===== src/sv/eqb_pkg.sv =====
// ----------------------------------------------------------------------------
// eqb_pkg
// Shared types, codes and sizes for the epoch quiesce barrier unit.
// ----------------------------------------------------------------------------
package eqb_pkg;

    localparam int WORKERS = 8;
    localparam int DOMAINS = 4;

    localparam int W_IDX_W = (WORKERS > 1) ? $clog2(WORKERS) : 1;
    localparam int D_IDX_W = (DOMAINS > 1) ? $clog2(DOMAINS) : 1;
    localparam int MAX_N   = (WORKERS > DOMAINS) ? WORKERS : DOMAINS;
    localparam int CNT_W   = (MAX_N > 1) ? $clog2(MAX_N) : 1;

    localparam logic [31:0] EPOCH_MAX = 32'hFFFF_FFFF;

    // operation codes
    localparam logic [3:0] MODE_STOP      = 4'd0;
    localparam logic [3:0] MODE_POLL      = 4'd1;
    localparam logic [3:0] MODE_PARKED    = 4'd2;
    localparam logic [3:0] MODE_DRAIN     = 4'd3;
    localparam logic [3:0] MODE_RECLAIM   = 4'd4;
    localparam logic [3:0] MODE_PREPARE   = 4'd5;
    localparam logic [3:0] MODE_RELEASE   = 4'd6;
    localparam logic [3:0] MODE_REFRESHED = 4'd7;
    localparam logic [3:0] MODE_ARM       = 4'd8;
    localparam logic [3:0] MODE_INIT      = 4'd9;

    // poll verdicts
    localparam logic [1:0] ACT_FAULT   = 2'd0;
    localparam logic [1:0] ACT_PARK    = 2'd1;
    localparam logic [1:0] ACT_REFRESH = 2'd2;
    localparam logic [1:0] ACT_RUN     = 2'd3;

    typedef struct packed {
        logic [3:0]  mode;
        logic [7:0]  worker;
        logic [7:0]  domain;
        logic [31:0] epoch;
    } t_in_word;

    typedef struct packed {
        logic        ok;
        logic [31:0] epoch_out;
        logic [1:0]  action;
    } t_out_word;

    // control of the shared mark comparator
    typedef struct packed {
        logic clr;
        logic en;
    } t_cmp_ctl;

endpackage


===== src/sv/eqb_cmp_unit.sv =====
// ----------------------------------------------------------------------------
// eqb_cmp_unit
// Shared 32-bit mark comparator with an all-equal accumulator, fed one
// stored mark per cycle by the sequencer.
// ----------------------------------------------------------------------------
module eqb_cmp_unit (
    input  logic              i_clk,
    input  logic              i_rst_n,
    input  eqb_pkg::t_cmp_ctl i_ctl,
    input  logic [31:0]       i_mark,
    input  logic [31:0]       i_target,
    output logic              o_all_eq
);

    logic r_all_eq;

    always_ff @(posedge i_clk) begin
        if (!i_rst_n) begin
            r_all_eq <= 1'b1;
        end else if (i_ctl.clr) begin
            r_all_eq <= 1'b1;
        end else if (i_ctl.en) begin
            r_all_eq <= r_all_eq & (i_mark == i_target);
        end
    end

    assign o_all_eq = r_all_eq;

endmodule


===== src/sv/epoch_quiesce_barrier_unit.sv =====
// ----------------------------------------------------------------------------
// epoch_quiesce_barrier_unit
// Epoch quiesce barrier: one operation per input word, one result word each.
// ----------------------------------------------------------------------------
// Path: stop, refreshed, init and unused codes go to EXEC, poll via POLL;
//   parked query and drain walk the parked marks; reclaimable query, prepare
//   and release walk them, then the drained marks; arm walks the ready marks;
//   a stalled result word holds EXEC. Throughput: one word at a time, the next
//   taken as the result appears; the single comparator walks one mark per cycle.
// Reset (and init): request epoch 1, other epochs, marks, fault cleared at once.
// ----------------------------------------------------------------------------
module epoch_quiesce_barrier_unit (
    input  logic               i_clk,
    input  logic               i_rst_n,
    input  logic               i_in_valid,
    output logic               o_in_stall,
    input  eqb_pkg::t_in_word  i_in_data,
    output logic               o_out_valid,
    input  logic               i_out_stall,
    output eqb_pkg::t_out_word o_out_data
);

    typedef enum logic [2:0] {
        S_IDLE,
        S_PARK,
        S_DRAIN,
        S_READY,
        S_POLL,
        S_EXEC
    } t_state;

    t_state                     r_state;
    eqb_pkg::t_in_word          r_item;
    logic [eqb_pkg::CNT_W-1:0]  r_idx;
    logic [31:0]                r_req;
    logic [31:0]                r_rel;
    logic [31:0]                r_arm;
    logic [31:0]                r_prep;
    logic                       r_fault;
    logic [31:0]                r_parked  [eqb_pkg::WORKERS];
    logic [31:0]                r_ready   [eqb_pkg::WORKERS];
    logic [31:0]                r_drained [eqb_pkg::DOMAINS];
    logic                       r_out_valid;
    eqb_pkg::t_out_word         r_out;

    eqb_pkg::t_cmp_ctl          cmp_ctl;
    logic [31:0]                mark;
    logic [31:0]                target;
    logic                       all_eq;

    logic                       in_acc;
    logic                       out_free;
    logic                       w_last;
    logic                       d_last;

    eqb_pkg::t_out_word         res;
    logic                       wk_ok;
    logic                       dm_ok;
    logic                       stopped;
    logic                       set_req;
    logic                       set_fault;
    logic                       wr_park;
    logic                       wr_ready;
    logic                       wr_drain;
    logic                       set_prep;
    logic                       set_rel;
    logic                       set_arm;
    logic                       do_init;

    assign in_acc   = i_in_valid && (r_state == S_IDLE);
    assign out_free = !r_out_valid || !i_out_stall;
    assign w_last   = (r_idx == eqb_pkg::CNT_W'(eqb_pkg::WORKERS - 1));
    assign d_last   = (r_idx == eqb_pkg::CNT_W'(eqb_pkg::DOMAINS - 1));

    // one read address into the mark arrays: scan index, or the worker on poll
    always_comb begin
        case (r_state)
            S_PARK:  mark = r_parked[r_idx[eqb_pkg::W_IDX_W-1:0]];
            S_DRAIN: mark = r_drained[r_idx[eqb_pkg::D_IDX_W-1:0]];
            default: mark = r_ready[r_idx[eqb_pkg::W_IDX_W-1:0]];
        endcase
    end

    assign target      = (r_item.mode == eqb_pkg::MODE_POLL) ? r_req : r_item.epoch;
    assign cmp_ctl.clr = in_acc;
    assign cmp_ctl.en  = (r_state == S_PARK) || (r_state == S_DRAIN) ||
                         (r_state == S_READY) || (r_state == S_POLL);

    eqb_cmp_unit u_cmp (
        .i_clk    (i_clk),
        .i_rst_n  (i_rst_n),
        .i_ctl    (cmp_ctl),
        .i_mark   (mark),
        .i_target (target),
        .o_all_eq (all_eq)
    );

    // final verdict once the scans are done
    always_comb begin
        wk_ok     = r_item.worker < 8'(eqb_pkg::WORKERS);
        dm_ok     = r_item.domain < 8'(eqb_pkg::DOMAINS);
        stopped   = (r_item.epoch != '0) && !r_fault && (r_req == r_item.epoch) &&
                    (r_rel != r_item.epoch);
        res       = '0;
        set_req   = 1'b0;
        set_fault = 1'b0;
        wr_park   = 1'b0;
        wr_ready  = 1'b0;
        wr_drain  = 1'b0;
        set_prep  = 1'b0;
        set_rel   = 1'b0;
        set_arm   = 1'b0;
        do_init   = 1'b0;
        unique case (r_item.mode) inside
            eqb_pkg::MODE_STOP: begin
                if (r_fault || r_req == '0) begin
                    res.epoch_out = '0;
                end else if (r_rel != r_req) begin
                    res.epoch_out = r_req;
                end else if (r_req == eqb_pkg::EPOCH_MAX) begin
                    set_fault = 1'b1;
                end else begin
                    set_req       = 1'b1;
                    res.epoch_out = r_req + 32'd1;
                end
                res.ok = (res.epoch_out != '0);
            end
            eqb_pkg::MODE_POLL: begin
                res.epoch_out = r_req;
                if (!wk_ok || r_req == '0 || r_fault) begin
                    res.action = eqb_pkg::ACT_FAULT;
                end else if (r_rel != r_req) begin
                    wr_park    = 1'b1;
                    res.action = eqb_pkg::ACT_PARK;
                end else if (!all_eq) begin
                    res.action = eqb_pkg::ACT_REFRESH;
                end else if (r_arm != r_req) begin
                    res.action = eqb_pkg::ACT_PARK;
                end else begin
                    res.action = eqb_pkg::ACT_RUN;
                end
                res.ok = (res.action != eqb_pkg::ACT_FAULT);
            end
            eqb_pkg::MODE_PARKED, eqb_pkg::MODE_RECLAIM: begin
                res.ok = stopped && all_eq;
            end
            eqb_pkg::MODE_DRAIN: begin
                if (dm_ok && stopped && all_eq) begin
                    wr_drain = 1'b1;
                    res.ok   = 1'b1;
                end
            end
            eqb_pkg::MODE_PREPARE: begin
                if (stopped && all_eq) begin
                    set_prep = 1'b1;
                    res.ok   = 1'b1;
                end
            end
            eqb_pkg::MODE_RELEASE: begin
                if (stopped && all_eq && r_prep == r_item.epoch) begin
                    set_rel = 1'b1;
                    res.ok  = 1'b1;
                end
            end
            eqb_pkg::MODE_REFRESHED: begin
                if (wk_ok && r_item.epoch != '0 && !r_fault &&
                    r_req == r_item.epoch && r_rel == r_item.epoch) begin
                    wr_ready = 1'b1;
                    res.ok   = 1'b1;
                end
            end
            eqb_pkg::MODE_ARM: begin
                if (r_item.epoch != '0 && !r_fault && r_req == r_item.epoch &&
                    r_rel == r_item.epoch && r_prep == r_item.epoch && all_eq) begin
                    set_arm = 1'b1;
                    res.ok  = 1'b1;
                end
            end
            eqb_pkg::MODE_INIT: begin
                do_init = 1'b1;
                res.ok  = 1'b1;
            end
            default: begin
            end
        endcase
    end

    always_ff @(posedge i_clk) begin
        if (!i_rst_n) begin
            r_state     <= S_IDLE;
            r_idx       <= '0;
            r_req       <= 32'd1;
            r_rel       <= '0;
            r_arm       <= '0;
            r_prep      <= '0;
            r_fault     <= 1'b0;
            r_out_valid <= 1'b0;
            for (int i = 0; i < eqb_pkg::WORKERS; i++) begin
                r_parked[i] <= '0;
                r_ready[i]  <= '0;
            end
            for (int i = 0; i < eqb_pkg::DOMAINS; i++) begin
                r_drained[i] <= '0;
            end
        end else begin
            // a finishing operation reloads the output word itself
            if (r_out_valid && !i_out_stall && r_state != S_EXEC) begin
                r_out_valid <= 1'b0;
            end
            unique case (r_state)
                S_IDLE: begin
                    if (i_in_valid) begin
                        r_item <= i_in_data;
                        r_idx  <= (i_in_data.mode == eqb_pkg::MODE_POLL) ?
                                  i_in_data.worker[eqb_pkg::CNT_W-1:0] : '0;
                        if (i_in_data.mode == eqb_pkg::MODE_POLL) begin
                            r_state <= S_POLL;
                        end else if (i_in_data.mode inside {eqb_pkg::MODE_PARKED,
                                     eqb_pkg::MODE_DRAIN, eqb_pkg::MODE_RECLAIM,
                                     eqb_pkg::MODE_PREPARE, eqb_pkg::MODE_RELEASE}) begin
                            r_state <= S_PARK;
                        end else if (i_in_data.mode == eqb_pkg::MODE_ARM) begin
                            r_state <= S_READY;
                        end else begin
                            r_state <= S_EXEC;
                        end
                    end
                end
                S_PARK: begin
                    if (w_last) begin
                        r_idx <= '0;
                        if (r_item.mode inside {eqb_pkg::MODE_RECLAIM,
                            eqb_pkg::MODE_PREPARE, eqb_pkg::MODE_RELEASE}) begin
                            r_state <= S_DRAIN;
                        end else begin
                            r_state <= S_EXEC;
                        end
                    end else begin
                        r_idx <= r_idx + eqb_pkg::CNT_W'(1);
                    end
                end
                S_DRAIN: begin
                    if (d_last) begin
                        r_state <= S_EXEC;
                    end else begin
                        r_idx <= r_idx + eqb_pkg::CNT_W'(1);
                    end
                end
                S_READY: begin
                    if (w_last) begin
                        r_state <= S_EXEC;
                    end else begin
                        r_idx <= r_idx + eqb_pkg::CNT_W'(1);
                    end
                end
                S_POLL: begin
                    r_state <= S_EXEC;
                end
                S_EXEC: begin
                    if (out_free) begin
                        r_out_valid <= 1'b1;
                        r_out       <= res;
                        r_state     <= S_IDLE;
                        if (set_req) begin
                            r_req <= r_req + 32'd1;
                        end
                        if (set_fault) begin
                            r_fault <= 1'b1;
                        end
                        if (wr_park) begin
                            r_parked[r_item.worker[eqb_pkg::W_IDX_W-1:0]] <= r_req;
                        end
                        if (wr_ready) begin
                            r_ready[r_item.worker[eqb_pkg::W_IDX_W-1:0]] <= r_item.epoch;
                        end
                        if (wr_drain) begin
                            r_drained[r_item.domain[eqb_pkg::D_IDX_W-1:0]] <= r_item.epoch;
                        end
                        if (set_prep) begin
                            r_prep <= r_item.epoch;
                        end
                        if (set_rel) begin
                            r_rel <= r_item.epoch;
                        end
                        if (set_arm) begin
                            r_arm <= r_item.epoch;
                        end
                        if (do_init) begin
                            r_req   <= 32'd1;
                            r_rel   <= '0;
                            r_arm   <= '0;
                            r_prep  <= '0;
                            r_fault <= 1'b0;
                            for (int i = 0; i < eqb_pkg::WORKERS; i++) begin
                                r_parked[i] <= '0;
                                r_ready[i]  <= '0;
                            end
                            for (int i = 0; i < eqb_pkg::DOMAINS; i++) begin
                                r_drained[i] <= '0;
                            end
                        end
                    end
                end
                default: begin
                    r_state <= S_IDLE;
                end
            endcase
        end
    end

    assign o_in_stall  = (r_state != S_IDLE);
    assign o_out_valid = r_out_valid;
    assign o_out_data  = r_out;

    // an accepted word always leaves the block busy in the following cycle
    a_busy_after_accept: assert property (@(posedge i_clk) disable iff (!i_rst_n)
        (i_in_valid && !o_in_stall) |=> o_in_stall)
        else $error("input accepted but block not busy next cycle");

    // a result appears only as the operation completes and input reopens
    a_result_at_finish: assert property (@(posedge i_clk) disable iff (!i_rst_n)
        $rose(o_out_valid) |-> (!o_in_stall && $past(o_in_stall)))
        else $error("result appeared outside operation completion");

    // the request epoch never wraps to zero
    a_req_nonzero: assert property (@(posedge i_clk) disable iff (!i_rst_n)
        (r_state == S_EXEC) |=> (r_req != '0))
        else $error("request epoch reached zero");

endmodule

===== config.mk =====
export PLATFORM = sky130hd
export DESIGN_NAME = epoch_quiesce_barrier_unit
export DESIGN_NICKNAME = d
export VERILOG_FILES = /design/src/sv/eqb_pkg.sv /design/src/sv/eqb_cmp_unit.sv /design/src/sv/epoch_quiesce_barrier_unit.sv
export SDC_FILE = /design/constraint.sdc
export NUM_CORES = 1
export LEC_CHECK = 0
export ABC_CLOCK_PERIOD_IN_PS = 11600
export BUFFER_PORTS_ARGS = -buffer_cell sky130_fd_sc_hd__buf_2
export CORE_MARGIN = 3
export CORE_UTILIZATION = 38
export DETAILED_ROUTE_END_ITERATION = 7
export HOLD_SLACK_MARGIN = 0.03
export SLEW_MARGIN = 20
export SYNTH_ARGS = -nofsm -noshare
export SYNTH_HDL_FRONTEND = slang
export SYNTH_SLANG_ARGS = --single-unit

===== constraint.sdc =====
create_clock -name i_clk -period 11.6 [get_ports i_clk]
set_clock_uncertainty 0.2 [all_clocks]
set_input_delay 2.32 -clock i_clk [delete_from_list [all_inputs] [get_ports i_clk]]
set_output_delay 2.32 -clock i_clk [all_outputs]
set_load 0.05 [all_outputs]

==> impl_metrics.csv <==
group,metric,value,unit
clock_tree,cts_buffers,93,
finish,final_cells,4951,
setup_path,reg2reg_to,"u_cmp.o_all_eq$_SDFFE_PP1P_",
clock_tree,htreeDepth,3,
finish,syn2layout_area_growth,12.4,%
timing,rsz0062_at_grt,"no",
setup_path,crit_arrival,5.40,ns
timing,maxSlewHeadroom,18.3,%
timing,setup_tns,0,ns
floorplan,coreArea,111000,um2
clock_tree,cts_resized,0,
placed_design,routabilityCongestion,0.930,
detailed_routing,wl_per_cell,27.2,um
detailed_routing,avgViaCountPerCell,5.72,
worst_hold_path,min_from,"r_prep[17]$_SDFFE_PN0P_",
global_routing,grt_pass1_wl,194,mm
clock_tree,clk_pin_slew_worst_paths,0.06,ns
setup_path,cp-start-kind,"input port",
detailed_routing,antenna_left,0,
global_routing,grt_usage,22.8,%
placed_design,dpl.cell_count,4779,
timing,slew_violations,0,
setup_path,cp_max_fo,63,
synthesis,ys_warn_count,0,
worst_hold_path,whs_endpoint,"r_prep[17]$_SDFFE_PN0P_",
outcome,status,"finished clean",
setup_path,reg2regPathDepth,11,
floorplan,dieHeight,341,um
synthesis,synth_area_per_cell,12.5,um2
setup_path,crit_path_end_kind,"flop",
clock_tree,postCtsHoldBufs,0,
detailed_routing,drcViolationCount,0,
timing,post-route-min-period,5.32,ns
placed_design,hpwl,82.5,mm
global_routing,gr-total-overflow,0,
synthesis,synth_cell_types,80,
synthesis,syn_inst,3407,
synthesis,synth_nets,3468,
global_routing,grt_pass1_vias,27100,
floorplan,initial_core_util,38.4,%
synthesis,async_flop_share,0,%
detailed_routing,wl,135,mm
synthesis,synth_seq_cells,867,
timing,max_freq,188,MHz
power_and_ir_drop,power.density,163,nW/um2
synthesis,ys_seq_area_share,57.8,%
job,maxCapViolCount,0,
placed_design,dp_slack,5.45,ns
power_and_ir_drop,peakVddDrop,0.131,mV
floorplan,die_x,341,um
global_routing,grt_max_degree,79,
detailed_routing,drt_iter0_drc,3671,
clock_tree,cts_tree,"done",
timing,fin_crit_sh,45.9,%
synthesis,synth-edff-count,727,
worst_hold_path,hold_class,"reg2reg",
finish,nets,3449,
clock_tree,postCtsSetupBuffers,0,
floorplan,rows,122,
clock_tree,cts.path.max_buffers,3,
synthesis,syn_area,42600,um2
floorplan,die_area,116000,um2
finish,drive_gt1_share,16.5,%
clock_tree,clockRootBuffer,"clkbuf_16",
clock_tree,clkSinkCount,867,
placed_design,io_buffers,92,
timing,finalHoldViolCount,0,
global_routing,antenna_found_initial,9,
power_and_ir_drop,p_leak,16.7,nW
timing,setup_viol,0,
clock_tree,clock_latency,0.66,ns
detailed_routing,drt_first_pass_iters,6,
setup_path,r2r_slack,6.30,ns
setup_path,required,11.68,ns
worst_hold_path,holdPathStages,2,
synthesis,synth_flop_cell,"edfxtp_1",
power_and_ir_drop,p_total,0.00782,W
floorplan,num_io_pins,93,
timing,tightest_slew,1.23,ns
setup_path,crit_type,"in2reg",
timing,postLayoutSetupSlackWorst,6.28,ns
detailed_routing,vias,28300,
kinds of logic (layout without fill, tap and decap cells):
| logic type | count (synthesis) | after routing | synth area share (%) |
|---|---|---|---|
| buf+inv | 359 | 414 | 3.66 |
| flops | 867 | 867 | 57.8 |
| fa+ha+maj | 5 | 5 | 0.147 |
| other cells | 0 | 1 | 0 |
| compound gates | 444 | 444 | 7.07 |
| mux | 238 | 238 | 9.77 |
| simple gates | 1319 | 1319 | 17.9 |
| xor+xnor | 175 | 175 | 3.60 |
critical path: stages:
cell	delay (ns)
buf_4	0.52
nand2_1	0.19
inv_1	0.12
buf_4	0.45
nand3_1	0.16
buf_4	0.28
nor3_2	0.14
buf_4	0.30
nand2b_2	0.76
metrics by stage:
stage	cell area [um2]	utilization (%)	hold slack [ns]
after floorplan	42600	-	0.257
after global placement	44700	40.3	0.272
after detailed placement	44800	40.4	0.278
after CTS	47800	43.1	0.287
after global routing	47900	43.1	0.303
final	47900	43.1	0.285
sequential cells by signal, indices dropped and copies added (netlist names), named ones only:
register,count
o_out_data,35
r_rel,32
r_arm,32
r_item,52
r_fault,1
r_req,32
r_idx,3
u_cmp.o_all_eq,1
r_parked,256
r_ready,256
r_state,3
o_out_valid,1
r_drained,128
r_prep,32
metal layers:
layer  vias to the layer above  part of all wire (%)  wire [um]  track usage, %
met4                         0                   4.2       5590            8.17
met5                         -                     0          0               0
li1                      12500                     -          -               -
met1                     14200                    42      56000            32.3
met2                      1398                    46      61900            35.7
met3                       297                   8.4      11300            3.16
where the power goes:
group	total, W	switching (W)	internal (W)	leakage, nW
Sequential	0.00356	0.0000706	0.00349	8.46
Clock	0.00299	0.00125	0.00174	1.50
Combinational	0.00128	0.000816	0.000465	6.73
synthesized netlist by cell type (69+ instances only):
cell type	n	area share, %
a21boi_0	96	1.7
and2_1	549	8.1
and3_1	87	1.3
clkbuf_1	241	2.1
dfxtp_1	140	6.6
edfxtp_1	727	51
mux2i_1	93	2.2
mux4_2	142	7.5
nand2_1	158	1.4
nand3_1	77	0.90
nor2_1	87	0.77
nor3_1	73	0.86
o21ai_0	90	1.1
xnor2_1	106	2.2
xor2_1	69	1.4
cell type report:
class / instances / area (um2)
Fill cell: 10100 / 63100
Sequential cell: 867 / 24600
Multi-Input combinational cell: 2181 / 16700
Clock buffer: 126 / 2620
Tap cell: 1488 / 1860
Timing Repair Buffer: 232 / 1590
Clock inverter: 43 / 434
Inverter: 13 / 48.8
Antenna cell: 1 / 2.50
worst max-delay path by stage:
stage,from,end,slack (ns),cells after the start
after floorplan,i_out_stall,r_parked[5][0]$_SDFFCE_PN0P_,4.54,6
final,i_rst_n,r_parked[4][4]$_SDFFCE_PN0P_,6.28,9
after detailed placement,i_rst_n,r_ready[0][25]$_SDFFCE_PN0P_,5.45,5
after global placement,i_rst_n,r_ready[0][25]$_SDFFCE_PN0P_,5.44,5
after CTS,r_req[29]$_SDFFE_PN0P_,r_ready[0][10]$_SDFFCE_PN0P_,6.14,10
after global routing,i_rst_n,r_parked[4][22]$_SDFFCE_PN0P_,6.10,9
cell usage in the layout, fill, tap and decap left out, types with 10 or more instances in the layout:
master | synthesis | layout
a211oi_1 | 10 | 10
a21boi_0 | 96 | 96
a21oi_1 | 61 | 60
a22o_1 | 15 | 15
a22oi_1 | 63 | 63
a31oi_1 | 10 | 10
and2_1 | 549 | 548
and3_1 | 87 | 87
buf_2 | 63 | 91
buf_4 | 20 | 136
clkbuf_1 | 241 | 21
clkbuf_16 | 0 | 98
clkinv_1 | 2 | 20
clkinv_2 | 0 | 12
dfxtp_1 | 140 | 138
edfxtp_1 | 727 | 727
mux2i_1 | 93 | 93
mux4_2 | 142 | 142
nand2_1 | 158 | 158
nand2b_1 | 39 | 35
nand3_1 | 77 | 77
nand3b_1 | 41 | 41
nand4_1 | 46 | 46
nor2_1 | 87 | 79
nor2_2 | 5 | 10
nor2b_1 | 42 | 42
nor3_1 | 73 | 70
nor4_1 | 56 | 55
o211ai_1 | 11 | 11
o21ai_0 | 90 | 76
o21ai_4 | 0 | 14
o22ai_1 | 12 | 12
o31ai_1 | 11 | 10
or3_1 | 15 | 15
xnor2_1 | 106 | 106
xor2_1 | 69 | 69
Power figures use the tool's default switching activity.
